--- config.mk ---
export PLATFORM = sky130hd
export DESIGN_NAME = egbr_ctrl
export DESIGN_NICKNAME = d
export VERILOG_FILES = /design/src/rtl/egbr_pkg.sv /design/src/rtl/egbr_ctrl.sv
export SDC_FILE = /design/constraint.sdc
export NUM_CORES = 1
export LEC_CHECK = 0
export ABC_AREA = 1
export BUFFER_PORTS_ARGS = -buffer_cell sky130_fd_sc_hd__buf_2
export CORE_AREA = 2 2 53 55
export CTS_CLUSTER_SIZE = 20
export DETAILED_ROUTE_END_ITERATION = 6
export DIE_AREA = 0 0 55 57
export PLACE_DENSITY = 0.65
export SYNTH_ARGS = -nofsm -noshare
export SYNTH_HDL_FRONTEND = slang
export SYNTH_SLANG_ARGS = --single-unit
--- constraint.sdc ---
create_clock -name clk -period 2.2 [get_ports clk]
set_clock_uncertainty 0.2 [all_clocks]
set_input_delay 0.33 -clock clk [delete_from_list [all_inputs] [get_ports clk]]
set_output_delay 0.33 -clock clk [all_outputs]
set_load 0.01 [all_outputs]
--- src/rtl/egbr_pkg.sv ---
// egbr_pkg: shared types and constants of the exp-golomb bitstream reader
// operation codes, result status codes, datapath command and status word
// no dependencies
package egbr_pkg;

    // command operation codes
    typedef enum logic [2:0] {
        OP_PUSH  = 3'd0,
        OP_GET   = 3'd1,
        OP_PEEK  = 3'd2,
        OP_SKIP  = 3'd3,
        OP_ALIGN = 3'd4,
        OP_UGOL  = 3'd5,
        OP_SGOL  = 3'd6,
        OP_TRAIL = 3'd7
    } op_t;

    // result status codes
    localparam logic [2:0] ST_OK       = 3'd0;
    localparam logic [2:0] ST_PREFIX   = 3'd1;
    localparam logic [2:0] ST_UNDERRUN = 3'd2;
    localparam logic [2:0] ST_TRAIL    = 3'd3;
    localparam logic [2:0] ST_FULL     = 3'd4;

    // window storage and field limits
    localparam int          WIN_W      = 64;
    localparam logic [5:0]  MAX_BITS   = 6'd32;
    localparam logic [4:0]  MLZ_RESET  = 5'd20;

    // datapath micro-commands issued by the controller
    typedef enum logic [3:0] {
        CMD_NONE,
        CMD_LOAD,
        CMD_PUSH,
        CMD_REFILL,
        CMD_TAKE,
        CMD_ALIGN,
        CMD_PREFIX_BIT,
        CMD_UNDER,
        CMD_SUFFIX,
        CMD_FORM,
        CMD_SIGN,
        CMD_TRAIL_FIRST,
        CMD_TRAIL_SCAN
    } cmd_t;

    // datapath status seen by the controller
    typedef struct packed {
        op_t  op;
        logic n_zero;
        logic need_refill;
        logic can_refill;
        logic fill_empty;
        logic queue_empty;
        logic top_bit;
        logic zeros_zero;
        logic zeros_at_limit;
    } stat_t;

endpackage

--- src/rtl/egbr_ctrl.sv ---
// egbr_ctrl: command sequencer of the exp-golomb bitstream reader
// issues datapath micro-commands, owns busy and the done strobe
// depends on egbr_pkg
module egbr_ctrl (
    input  logic            clk,
    input  logic            rst_n,
    input  logic            start,
    output logic            busy,
    output logic            done,
    output egbr_pkg::cmd_t  cmd,
    input  egbr_pkg::stat_t stat
);

    import egbr_pkg::*;

    typedef enum logic [3:0] {
        S_IDLE,
        S_DISPATCH,
        S_TAKE,
        S_REFILL,
        S_PREFIX,
        S_SUFFIX,
        S_FORM,
        S_SIGN,
        S_TRAIL_FIRST,
        S_TRAIL_SCAN
    } state_t;

    state_t state_reg, state_next;
    state_t ret_reg, ret_next;
    logic   busy_reg, busy_next;
    logic   done_reg, done_next;
    logic   finish;

    // next state and micro-command
    always_comb
    begin
        state_next = state_reg;
        ret_next   = ret_reg;
        cmd        = CMD_NONE;
        finish     = 1'b0;
        busy_next  = busy_reg;
        unique case (state_reg)
            S_IDLE:
            begin
                if (start)
                begin
                    cmd        = CMD_LOAD;
                    state_next = S_DISPATCH;
                    busy_next  = 1'b1;
                end
            end
            S_DISPATCH:
            begin
                unique case (stat.op)
                    OP_PUSH:
                    begin
                        cmd    = CMD_PUSH;
                        finish = 1'b1;
                    end
                    OP_GET, OP_PEEK, OP_SKIP:
                    begin
                        priority if (stat.n_zero)
                            finish = 1'b1;
                        else if (stat.need_refill)
                        begin
                            ret_next   = S_TAKE;
                            state_next = S_REFILL;
                        end
                        else
                        begin
                            cmd    = CMD_TAKE;
                            finish = 1'b1;
                        end
                    end
                    OP_ALIGN:
                    begin
                        cmd    = CMD_ALIGN;
                        finish = 1'b1;
                    end
                    OP_UGOL, OP_SGOL:
                        state_next = S_PREFIX;
                    OP_TRAIL:
                        state_next = S_TRAIL_FIRST;
                    default:
                        finish = 1'b1;
                endcase
            end
            S_TAKE:
            begin
                cmd    = CMD_TAKE;
                finish = 1'b1;
            end
            S_REFILL:
            begin
                // one byte a cycle until the window or the queue runs out
                if (stat.can_refill)
                    cmd = CMD_REFILL;
                else
                    state_next = ret_reg;
            end
            S_PREFIX:
            begin
                priority if (stat.fill_empty && stat.queue_empty)
                begin
                    cmd    = CMD_UNDER;
                    finish = 1'b1;
                end
                else if (stat.fill_empty)
                begin
                    ret_next   = S_PREFIX;
                    state_next = S_REFILL;
                end
                else
                begin
                    cmd = CMD_PREFIX_BIT;
                    priority if (stat.top_bit && stat.zeros_zero)
                        finish = 1'b1;
                    else if (stat.top_bit)
                        state_next = S_SUFFIX;
                    else if (stat.zeros_at_limit)
                        finish = 1'b1;
                    else
                        state_next = S_PREFIX;
                end
            end
            S_SUFFIX:
            begin
                if (stat.need_refill)
                begin
                    ret_next   = S_SUFFIX;
                    state_next = S_REFILL;
                end
                else
                begin
                    cmd        = CMD_SUFFIX;
                    state_next = S_FORM;
                end
            end
            S_FORM:
            begin
                cmd = CMD_FORM;
                if (stat.op == OP_SGOL)
                    state_next = S_SIGN;
                else
                    finish = 1'b1;
            end
            S_SIGN:
            begin
                cmd    = CMD_SIGN;
                finish = 1'b1;
            end
            S_TRAIL_FIRST:
            begin
                priority if (stat.fill_empty && stat.queue_empty)
                begin
                    cmd    = CMD_UNDER;
                    finish = 1'b1;
                end
                else if (stat.fill_empty)
                begin
                    ret_next   = S_TRAIL_FIRST;
                    state_next = S_REFILL;
                end
                else
                begin
                    cmd = CMD_TRAIL_FIRST;
                    if (stat.top_bit)
                        state_next = S_TRAIL_SCAN;
                    else
                        finish = 1'b1;
                end
            end
            S_TRAIL_SCAN:
            begin
                priority if (stat.fill_empty && stat.queue_empty)
                    finish = 1'b1;
                else if (stat.fill_empty)
                begin
                    ret_next   = S_TRAIL_SCAN;
                    state_next = S_REFILL;
                end
                else
                begin
                    // a one bit ends the scan, unless it sits under a zero top byte
                    cmd = CMD_TRAIL_SCAN;
                    if (stat.top_bit)
                        finish = 1'b1;
                end
            end
            default:
                state_next = S_IDLE;
        endcase
        if (finish)
        begin
            state_next = S_IDLE;
            busy_next  = 1'b0;
        end
        done_next = finish;
    end

    // state and registered outputs
    always_ff @(posedge clk or negedge rst_n)
    begin
        if (!rst_n)
        begin
            state_reg <= S_IDLE;
            ret_reg   <= S_IDLE;
            busy_reg  <= 1'b0;
            done_reg  <= 1'b0;
        end
        else
        begin
            state_reg <= state_next;
            ret_reg   <= ret_next;
            busy_reg  <= busy_next;
            done_reg  <= done_next;
        end
    end

    assign busy = busy_reg;
    assign done = done_reg;

endmodule

Word level (Yosys, flattened, before mapping)
Index checks and enable logic that the tools add are counted.
- bits in registers: 10
- bits of input ports: 14
- output and inout bits: 6
- equality and inequality tests: 40
- muxes and demuxes: 62
- reduce and logical (&&, ||, !) cells: 14
- operators with widths (operator ; count):
    4-bit two-way mux ; 31
    4-bit case mux with 10 select lines ; 1
    4-bit case mux with 9 select lines ; 1
    3-bit != test, second input constant ; 7
    2-bit != test, second input constant ; 10
    4-bit case mux with 5 select lines ; 1
    1-bit two-way mux ; 18
    4-bit by 3-bit == test with 1-bit output, second input constant ; 4
    4-bit != test, second input constant ; 4
    3-bit two-way mux ; 5
    14-bit AND reduction ; 1
    3-bit == test, second input constant ; 4
    4-bit case mux with 3 select lines ; 1
    11-bit AND reduction ; 1
    3-bit case mux with 3 select lines ; 1
    4-bit by 2-bit == test with 1-bit output, second input constant ; 2
    4-bit == test, second input constant ; 2
    3-bit by 2-bit == test with 1-bit output, second input constant ; 2
    1-bit case mux with 6 select lines ; 1
    2-bit OR reduction ; 3
    5-bit by 3-bit != test with 1-bit output, second input constant ; 1
    5-bit != test, second input constant ; 1
    5-bit nonzero test ; 1
    4-bit by 1-bit == test with 1-bit output, second input constant ; 1
    10 further kinds ; 12

Depth between registers and ports, before layout
Gate-level depths: netlist of the first run.
- word-level depth: 8
- depth in mapped cells: 11
- mapped depth without buffers: 11

Least setup slack after synthesis of the first run
OpenSTA, ideal clock, no wires.
- path type: register to output
- start: reg state_reg[2]
- end: out cmd[0]
- arrival time: 1.060 ns
- required time: 1.670 ns
- slack: 0.610 ns
- cell stages (with the launch flop): 8
- buffers on the path: 0
- cells stage by stage: dfrtp_1 inv_2 nand2_1 nor2_1 nand2_1 nand2_1 nor2_1 nand4_1
- longest elaborated chain between the ends: 2
- elaborated cells between the ends (all ways): 11
- RTL lines (item ; line ; RTL):
    start, declared ; egbr_ctrl.sv:29 ; state_t state_reg, state_next;
    start signal, assigned ; egbr_ctrl.sv:214 ; state_reg <= state_next;
    4-bit == test, or another cell as far along ; egbr_ctrl.sv:43 ; unique case (state_reg)
    4-bit case mux with 10 select lines * ; egbr_ctrl.sv:43 ;
    end, declared ; egbr_ctrl.sv:10 ; output egbr_pkg::cmd_t cmd,
Every way passes the cells marked *; elsewhere a longest branch is shown, timed or not.

Worst setup path in the final report of the first run
- start: reg state_reg[2]
- end: out cmd[2]
The elaborated chain is that of the path after synthesis.

==> results of run 1 <==
## cells in the mapped netlist (3+ instances only)
cell and number:
a21oi_1 5, dfrtp_1 10, inv_1 14, inv_2 7
nand2_1 48, nand2_2 9, nand3_1 13, nand4_1 4
nor2_1 22, nor2_2 12, o21ai_0 3, o21ai_1 4
## power by group
part           total [mW]  internal, mW  leakage (nW)  switching [mW]
sequential          0.329         0.264         0.130          0.0652
clock               0.116        0.0627        0.0138          0.0533
combinational        1.02         0.344         0.502           0.672
total                1.46         0.671         0.646           0.791
## critical path, cell delays in order (launching register included)
cell and delay, ns:
dfrtp_1 0.47, nor2_4 0.19, nand2_2 0.12, nor3_2 0.17, nand3_1 0.09, o2111ai_1 0.09, buf_2 0.16
## kinds of logic (layout without fill, tap and decap cells)
| family | Yosys count | in the layout | share of synthesized area |
|---|---|---|---|
| buf+inv | 21 | 44 | 0.0799 |
| flops | 10 | 10 | 0.253 |
| compound gates | 17 | 17 | 0.106 |
| simple gates | 115 | 115 | 0.560 |
## routing by layer
metal / up-vias / share of wire / GRT usage
met1: 524 / 0.46 / 0.299
met2: 48 / 0.45 / 0.318
li1: 569 / - / -
met5: - / 0 / 0
met4: 0 / 0.023 / 0.0941
met3: 8 / 0.067 / 0.0157
## layout by cell type (no fill, tap or decap), types with 3 or more instances in the layout
cell / synthesis / final
o21ai_1: 4 / 4
inv_2: 7 / 7
nor2_1: 22 / 20
nand4_1: 4 / 4
nor2_4: 1 / 3
inv_1: 14 / 14
nand3_1: 13 / 13
o21ai_0: 3 / 3
nand2_2: 9 / 10
nand2_1: 48 / 47
clkbuf_4: 0 / 3
nor2_2: 12 / 12
buf_2: 0 / 19
dfrtp_1: 10 / 10
a21oi_1: 5 / 5
## final timing paths
path	start	endpoint	slack (ns)	depth (start not counted)
max reg2reg	state_reg[2]	state_reg[3]	0.39	8
max in group asynchronous	rst_n	busy	1.36	2
min	start	busy	0.19	3
max	state_reg[2]	cmd[2]	0.12	6
min reg2reg	ret_reg[0]	ret_reg[0]	0.29	2
min in group asynchronous	rst_n	ret_reg[3]	0.26	2
## area by class of cell
cell class | instances | share of cell area
timing repair buffer | 20 | 0.0897
inverter | 21 | 0.0673
multi-input combinational | 132 | 0.577
clock buffer | 3 | 0.0192
sequential | 10 | 0.214
tap | 31 | 0.0331
## timing repair
action                                  in CTS  in global routing
resized for setup                            0                  5
endpoints found under the hold margin       10                  0
hold buffers                                 1                  0
endpoints found under the setup margin       0                  3
==> impl_metrics.toml, run 1 <==
[outcome]
outcome = "finished clean"

[logic_synthesis]
synthCells = 163
synth-edff-count = 0
netlist_area_um2 = 987
yosysUniqueCellTypes = 24
synth.avg_cell_area_um2 = 6.06
yosys_warnings = 0
ys_seq_area_frac = 0.253
yosys.area.top_type_share = 0.253
synth-main-ff-cell = "dfrtp_1"
synth_nets = 177
async_reset_ff_frac = 1.00
synth_top_area_cell = "dfrtp_1"
ys_ff_latch = 10
yosys-top-cells-area = "dfrtp_1 (25%), nand2_1 (18%), nor2_1 (8.4%)"

[finish]
drive_gt1_frac = 0.317
fin_util = 0.448
seq_area_um2 = 250
antenna_cells = 0
finalNonFillerCells = 217
syn_to_final_growth_pct = 18.6
nFillCells = 295
multiInputGateArea_um2 = 676
postLayoutCellArea_um2 = 1170
fin_nets = 202

[timing]
layout_setup_ws_ns = 0.122
fin_tns_setup_ns = 0
clock.fmax_ghz = 0.481
slew_headroom = 0.790
rsz0062_at_grt = "no"
worstMarginPinSlew_ns = 0.314
min_period_ns = 2.08
post-route-period-util = 0.945
maxSlewViolCount = 0
setup_violations = 0
fin_hold_ws_ns = 0.195
hold_viol = 0

[placement]
place_area_um2 = 1120
dp_cells = 213
dpl.hpwl_mm = 2.33
portBuffers = 19
place.gp.congestion = 0.971
place_ws_ns = 0.331

[floorplan]
ios = 20
start_util = 0.378
core_um2 = 2620
die_w_um = 55
dieArea_um2 = 3140
num_rows = 19
die_h_um = 57

[drt]
antenna_left = 0
dr.first_iter.drc_count = 40
viasPerCell = 5.29
routedWlPerCell_um = 12.8
drt-pass1-iter-count = 4
vias = 1149
route.detailed.drc = 0
routed_wirelength_mm = 2.77

[setup_path]
cp.required_ns = 1.67
criticalPathCategory = "register to primary output"
critPathMaxFanout = 5
critPathArrivalTime_ns = 1.55
worstSetupStartpointType = "register"
critPathCaptureType = "primary output"

[grt]
gr-usage-all-layers = 0.209
gr-total-overflow = 0
antenna_found_initial = 0
grt_max_degree = 11
grt_pass1_vias = 1071
grt_pass1_wl_mm = 4.78

[clock_network]
cts.reportedPaths.clkPinSlew_ns = 0.06
tritoncts = "done"
worstSkewPairLatency_ns = 0.26
htree_levels = 1
cts_buffers = 3
cts.sinks = 10
cts-root-buf = "clkbuf_4"
clk_path_buf_depth = 2
cts_setup_buffers = 0

[pwr]
powerDensity_nw_per_um2 = 1250
p_leak_nw = 0.646
total_power_mw = 1.46
ir_drop_mv = 0.747

[worst_hold_path]
hp-class = "input pin to register"

[run]
cap_violations = 0
(Power assumes the default switching activity.)
==> run 2, diff against run 1 <==
==> config.mk (replaced) <==
export PLATFORM = sky130hd
export DESIGN_NAME = egbr_ctrl
export DESIGN_NICKNAME = d
export VERILOG_FILES = /design/src/rtl/egbr_pkg.sv /design/src/rtl/egbr_ctrl.sv
export SDC_FILE = /design/constraint.sdc
export NUM_CORES = 1
export LEC_CHECK = 0
export BUFFER_PORTS_ARGS = -buffer_cell sky130_fd_sc_hd__buf_2
export CORE_AREA = 2 2 55 57
export CTS_CLUSTER_SIZE = 20
export DETAILED_ROUTE_END_ITERATION = 6
export DIE_AREA = 0 0 57 59
export PLACE_DENSITY = 0.64
export SYNTH_ARGS = -nofsm -noshare
export SYNTH_HDL_FRONTEND = slang
export SYNTH_SLANG_ARGS = --single-unit
==> run 2 against run 1 <==
Largest power group unchanged. Synthesized cell count shrank 17%. Register-to-register slack lost 0.45 ns. First-iteration DRC count grew 150%. The flow now finishes with violations (negative setup slack). Utilization grew 19 points. Die area grew 7.3%. Setup slack lost 0.18 ns.
==> impl_metrics.toml, run 2 <==
[outcome]
outcome = "complete, but fails checks"
violations = "negative setup slack"

[setup_path]
r2r_end = "state_reg[3]"
reg2regPathDepth = 6
crit_start = "state_reg[2]"
critPathCaptureType = "register"
critPathArrivalTime_ns = 2.21
criticalPathCategory = "register to register"
timing.reg2reg.setup_slack_ns = -0.06
crit_buf_inv = 1
cp.required_ns = 2.15
crit_path_max_incr_delay_ns = 0.49
critPathMaxFanout = 7
cp_slowest_cell = "dfrtp_2"
cp_cell_sequence = "buf_4 -> xnor2_4 -> o32ai_2 -> a221o_1 -> a211o_1 -> a221oi_2"
cp_top_family = "compound AO/OA/AOI/OAI gates"
reg2reg_from = "state_reg[2]"
worstSetupStartpointType = "register"

[logic_synthesis]
ys_ff_latch = 10
yosys_warnings = 0
yosysMostFrequentCell = "nor2_1"
synthCells = 136
async_reset_ff_frac = 1.00
synth_nets = 150
ys_seq_area_frac = 0.237
yosys.area.top_type_share = 0.237
synth.avg_cell_area_um2 = 7.76
yosys-top-cells-area = "dfrtp_1 (24%), nor2_1 (5.3%), a21oi_1 (4.7%)"
synth_top_area_cell = "dfrtp_1"
synth-edff-count = 0
yosysUniqueCellTypes = 49
netlist_area_um2 = 1060
netlist_top_cells_count = "nor2_1 (15), a21oi_1 (10), dfrtp_1 (10)"
synth-main-ff-cell = "dfrtp_1"

[floorplan]
start_util = 0.390
core_um2 = 2710
dieArea_um2 = 3360
die_h_um = 59
num_rows = 19
die_w_um = 57
ios = 20

[placement]
place.gp.congestion = 0.937
place_area_um2 = 1290
portBuffers = 19
place_ws_ns = -0.0232
dpl.hpwl_mm = 2.57

[grt]
gr-usage-all-layers = 0.234
grt_pass1_vias = 1334
grt_max_degree = 11
gr-total-overflow = 0
grt_pass1_wl_mm = 6.11
met3_usage = 0.0284
busiest_layer = "met2"
gr-usage-met2 = 0.389
use_met1 = 0.286
antenna_found_initial = 0

[drt]
dr.first_iter.drc_count = 99
routedWlPerCell_um = 19.0
vias = 1398
drt-pass1-iter-count = 4
routed_wirelength_mm = 4.21
route.detailed.drc = 0
antenna_left = 0
viasPerCell = 6.30

[finish]
antenna_cells = 0
postLayoutCellArea_um2 = 1720
syn_to_final_growth_pct = 62.6
final_common_cell = "buf_4"
fin_nets = 207
layout_common_cells = "buf_4 (34), buf_2 (19), nor2_1 (11), inv_1 (8), buf_6 (8)"
drive_gt1_frac = 0.545
fin_util = 0.633

[timing]
post-route-period-util = 1.03
fin_tns_setup_ns = -0.105
rsz0062_at_grt = "yes"
setup_violations = 3
clock.fmax_ghz = 0.442
hold_viol = 0
slew_headroom = 0.662
maxSlewViolCount = 0
layout_setup_ws_ns = -0.0609
worstMarginPinSlew_ns = 0.503
min_period_ns = 2.26

[worst_hold_path]
holdCritStartpoint = "start"
hold-path-cell-count = 3
hp-class = "input pin to register"
holdPathEnd = "busy"

[clock_network]
clk_path_buf_depth = 2
cts.sinks = 10
tritoncts = "done"
cts_buffers = 3
cts-root-buf = "clkbuf_4"
worstSkewPairLatency_ns = 0.25
htree_levels = 1
cts.reportedPaths.clkPinSlew_ns = 0.06

[pwr]
powerDensity_nw_per_um2 = 1310
total_power_mw = 2.24
ir_drop_mv = 0.910
p_leak_nw = 0.760

[run]
cap_violations = 0
[run 2: timing repair]
action,CTS,global route
endpoints found under the setup margin,6,7
hold buffers,1,0
setup buffers,13,8
endpoints found under the hold margin,10,0
pin swaps,6,9
resized for setup,24,28
[run 2: power breakdown]
group | internal, mW | switching, mW | leakage (nW) | total [mW]
Combinational | 0.905 | 0.880 | 0.624 | 1.78
Clock | 0.0626 | 0.0516 | 0.0138 | 0.114
Sequential | 0.264 | 0.0790 | 0.123 | 0.343
Total | 1.23 | 1.01 | 0.760 | 2.24
[run 2: logic make-up after synthesis]
| group | synth area share |
|---|---|
| mux | 0.0604 |
| buf+inv | 0.0853 |
| xor+xnor | 0.0166 |
| compound gates | 0.318 |
| flops | 0.237 |
| simple gates | 0.283 |
[run 2: worst min-delay path, cell delays in order]
cell	delay [ns]
buf_2	0.11
a31oi_1	0.08
nor2_1	0.08
[run 2: worst max-delay path by stage]
stage	slack, ns	to	cells past startpoint
3_5_place_dp	-0.02	state_reg[3]	5
3_3_place_gp	-0.0001	state_reg[0]	6
5_1_grt	-0.11	cmd[2]	5
6_report	-0.06	state_reg[3]	6
2_1_floorplan	0.16	state_reg[3]	6
4_1_cts	-0.03	cmd[0]	7
[run 2: metrics by stage]
step / hold slack (ns) / cells
after detailed placement: 0.00150 / 197
final: 0.188 / 222
after floorplan: -0.166 / 136
after CTS: 0.171 / 214
after global routing: 0.209 / 222
after global placement: -0.000335 / 197
[run 2: cell type report]
cell class,count,area (um2)
clock buffers,3,22.5
multi-input cells,107,908
well taps,31,38.8
repair buffers,62,450
inverters,9,41.3
flip-flops and latches,10,255
fillers,214,993
[run 2: metal layers]
layer / up-vias / routed length, um
met5: - / 0
met3: 21 / 331
met2: 86 / 2060
li1: 624 / -
met1: 667 / 1620
met4: 0 / 206
==> run 3, diff against run 2 <==
--- a/config.mk
+++ b/config.mk
@@ -14,3 +14,4 @@
 export SYNTH_ARGS = -nofsm -noshare
 export SYNTH_HDL_FRONTEND = slang
 export SYNTH_SLANG_ARGS = --single-unit
+export TNS_END_PERCENT = 20
==> run 3 against run 2 <==
The flow still finishes with violations (negative setup slack). Final cell count decreased by 3.6%. Register-to-register slack improved by 0.03 ns. Power decreased by 8.7%. Wire length fell by 7.1%. First-iteration DRC count fell by 4.0%. Utilization down 4.1 points. Worst hold slack lost 0.0071 ns. Global-route usage stayed put. Via count down 1.9%. Largest cell class unchanged. Largest power group unchanged.
==> impl_metrics.toml, run 3 (synthesis gave the netlist of run 2 again) <==
[timing]
rsz0062_at_grt = "yes"
hold_viol = 0
setup_violations = 4
fin_tns_setup_ns = -0.129
worstMarginPinSlew_ns = 0.451
min_period_ns = 2.25
layout_setup_ws_ns = -0.0521
post-route-period-util = 1.02
slew_headroom = 0.699
maxSlewViolCount = 0
clock.fmax_ghz = 0.444

[finish]
nFillCells = 232
syn_to_final_growth_pct = 52.1
layout_common_cells = "buf_4 (29), buf_2 (19), nor2_1 (12), inv_1 (8)"
antenna_cells = 0
final_common_cell = "buf_4"
finalNonFillerCells = 214
fin_nets = 199
postLayoutCellArea_um2 = 1610
drive_gt1_frac = 0.508

[floorplan]
num_rows = 19
dieArea_um2 = 3360
start_util = 0.390
die_w_um = 57
ios = 20
die_h_um = 59
core_um2 = 2710

[drt]
routed_wirelength_mm = 3.92
routedWlPerCell_um = 18.3
dr.first_iter.drc_count = 95
route.detailed.drc = 0
antenna_left = 0
vias = 1372
drt-pass1-iter-count = 4
viasPerCell = 6.41

[placement]
place_area_um2 = 1290
portBuffers = 19
place_ws_ns = -0.0232
place.gp.congestion = 0.937
dpl.hpwl_mm = 2.57
dp_cells = 197

[setup_path]
critPathArrivalTime_ns = 1.72
cp_cell_sequence = "nor2_4 -> or4b_4 -> nor3_2 -> a221o_1 -> buf_2"
critPathCaptureType = "primary output"
worstSetupStartpointType = "register"
criticalPathCategory = "register to primary output"
reg2reg_from = "state_reg[2]"
crit_start = "state_reg[2]"
crit_path_max_incr_delay_ns = 0.49
cp_slowest_cell = "dfrtp_2"
critPathMaxFanout = 7
cp.required_ns = 1.67

[grt]
antenna_found_initial = 0
grt_pass1_wl_mm = 6.11
grt_pass1_vias = 1333
grt_max_degree = 11
gr-total-overflow = 0
gr-usage-all-layers = 0.234

[worst_hold_path]
holdCritStartpoint = "start"
hp-class = "input pin to register"

[pwr]
p_leak_nw = 0.707
total_power_mw = 2.05
ir_drop_mv = 0.778
powerDensity_nw_per_um2 = 1270

[run]
cap_violations = 0

[outcome]
violations = "negative setup slack"
outcome = "complete, but fails checks"

[clock_network]
worstSkewPairLatency_ns = 0.25
htree_levels = 1
cts_buffers = 3
cts-root-buf = "clkbuf_4"
clk_path_buf_depth = 2
cts.reportedPaths.clkPinSlew_ns = 0.06
tritoncts = "done"
cts.sinks = 10
==> run 3: cell types whose count changed in the layout (fill, tap and decap cells not counted), moves of 2 or more <==
cell / before / now
buf_6: 8 / 5
nand3_2: 2 / 0
nand3_1: 3 / 5
buf_4: 34 / 29
==> run 3: worst paths after layout <==
| path | slack (ns) | endpoint | cells past startpoint |
|---|---|---|---|
| max | -0.05 | cmd[2] | 5 |
| min | 0.18 | busy | 3 |
| max reg2reg | -0.03 | state_reg[3] | 6 |
| min reg2reg | 0.31 | busy | 2 |
| max in group asynchronous | 1.34 | state_reg[3] | 2 |
| min in group asynchronous | 0.26 | done | 2 |
==> run 3: power breakdown <==
| group | total [mW] | switching, mW | internal [mW] | leakage (nW) |
|---|---|---|---|---|
| Clock | 0.115 | 0.0528 | 0.0626 | 0.0138 |
| Combinational | 1.59 | 0.798 | 0.795 | 0.570 |
| Sequential | 0.339 | 0.0749 | 0.264 | 0.123 |
==> run 3: layer usage <==
layer,wire (um),track usage,share of wire
met5,0,0,0
met1,1530,0.286,0.39
met2,1930,0.389,0.49
met4,121,0.153,0.031
met3,334,0.0284,0.085
==> run 3: worst max-delay path: cells and delay by family, from the launching register on <==
| kind | cells | cell delay, ns |
|---|---|---|
| AO/OA/AOI/OAI | 1 | 0.13 |
| buffers and inverters | 1 | 0.12 |
| flip-flops | 1 | 0.49 |
| AND/OR/NAND/NOR | 3 | 0.72 |
==> run 3: per-stage QoR <==
step / util / hold slack [ns]
after floorplan: - / -0.166
after global placement: 0.476 / -0.000335
after detailed placement: 0.476 / 0.00150
after CTS: 0.562 / 0.171
after global routing: 0.593 / 0.205
final: 0.593 / 0.181
==> run 3: final cells by class <==
| class | count | area, um2 | share of cell area |
|---|---|---|---|
| inverters | 9 | 38.8 | 0.0241 |
| flip-flops and latches | 10 | 255 | 0.159 |
| multi-input cells | 107 | 872 | 0.543 |
| repair buffers | 54 | 379 | 0.236 |
| clock buffers | 3 | 22.5 | 0.0140 |
| well taps | 31 | 38.8 | 0.0241 |
==> run 3: repair_timing <==
item | CTS | global route
buffers inserted | 13 | 0
cloned | 0 | 0
setup endpoints to repair | 6 | 7
resized for setup | 24 | 18
pin swaps | 6 | 4
hold buffers | 1 | 0
endpoints found under the hold margin | 10 | 0
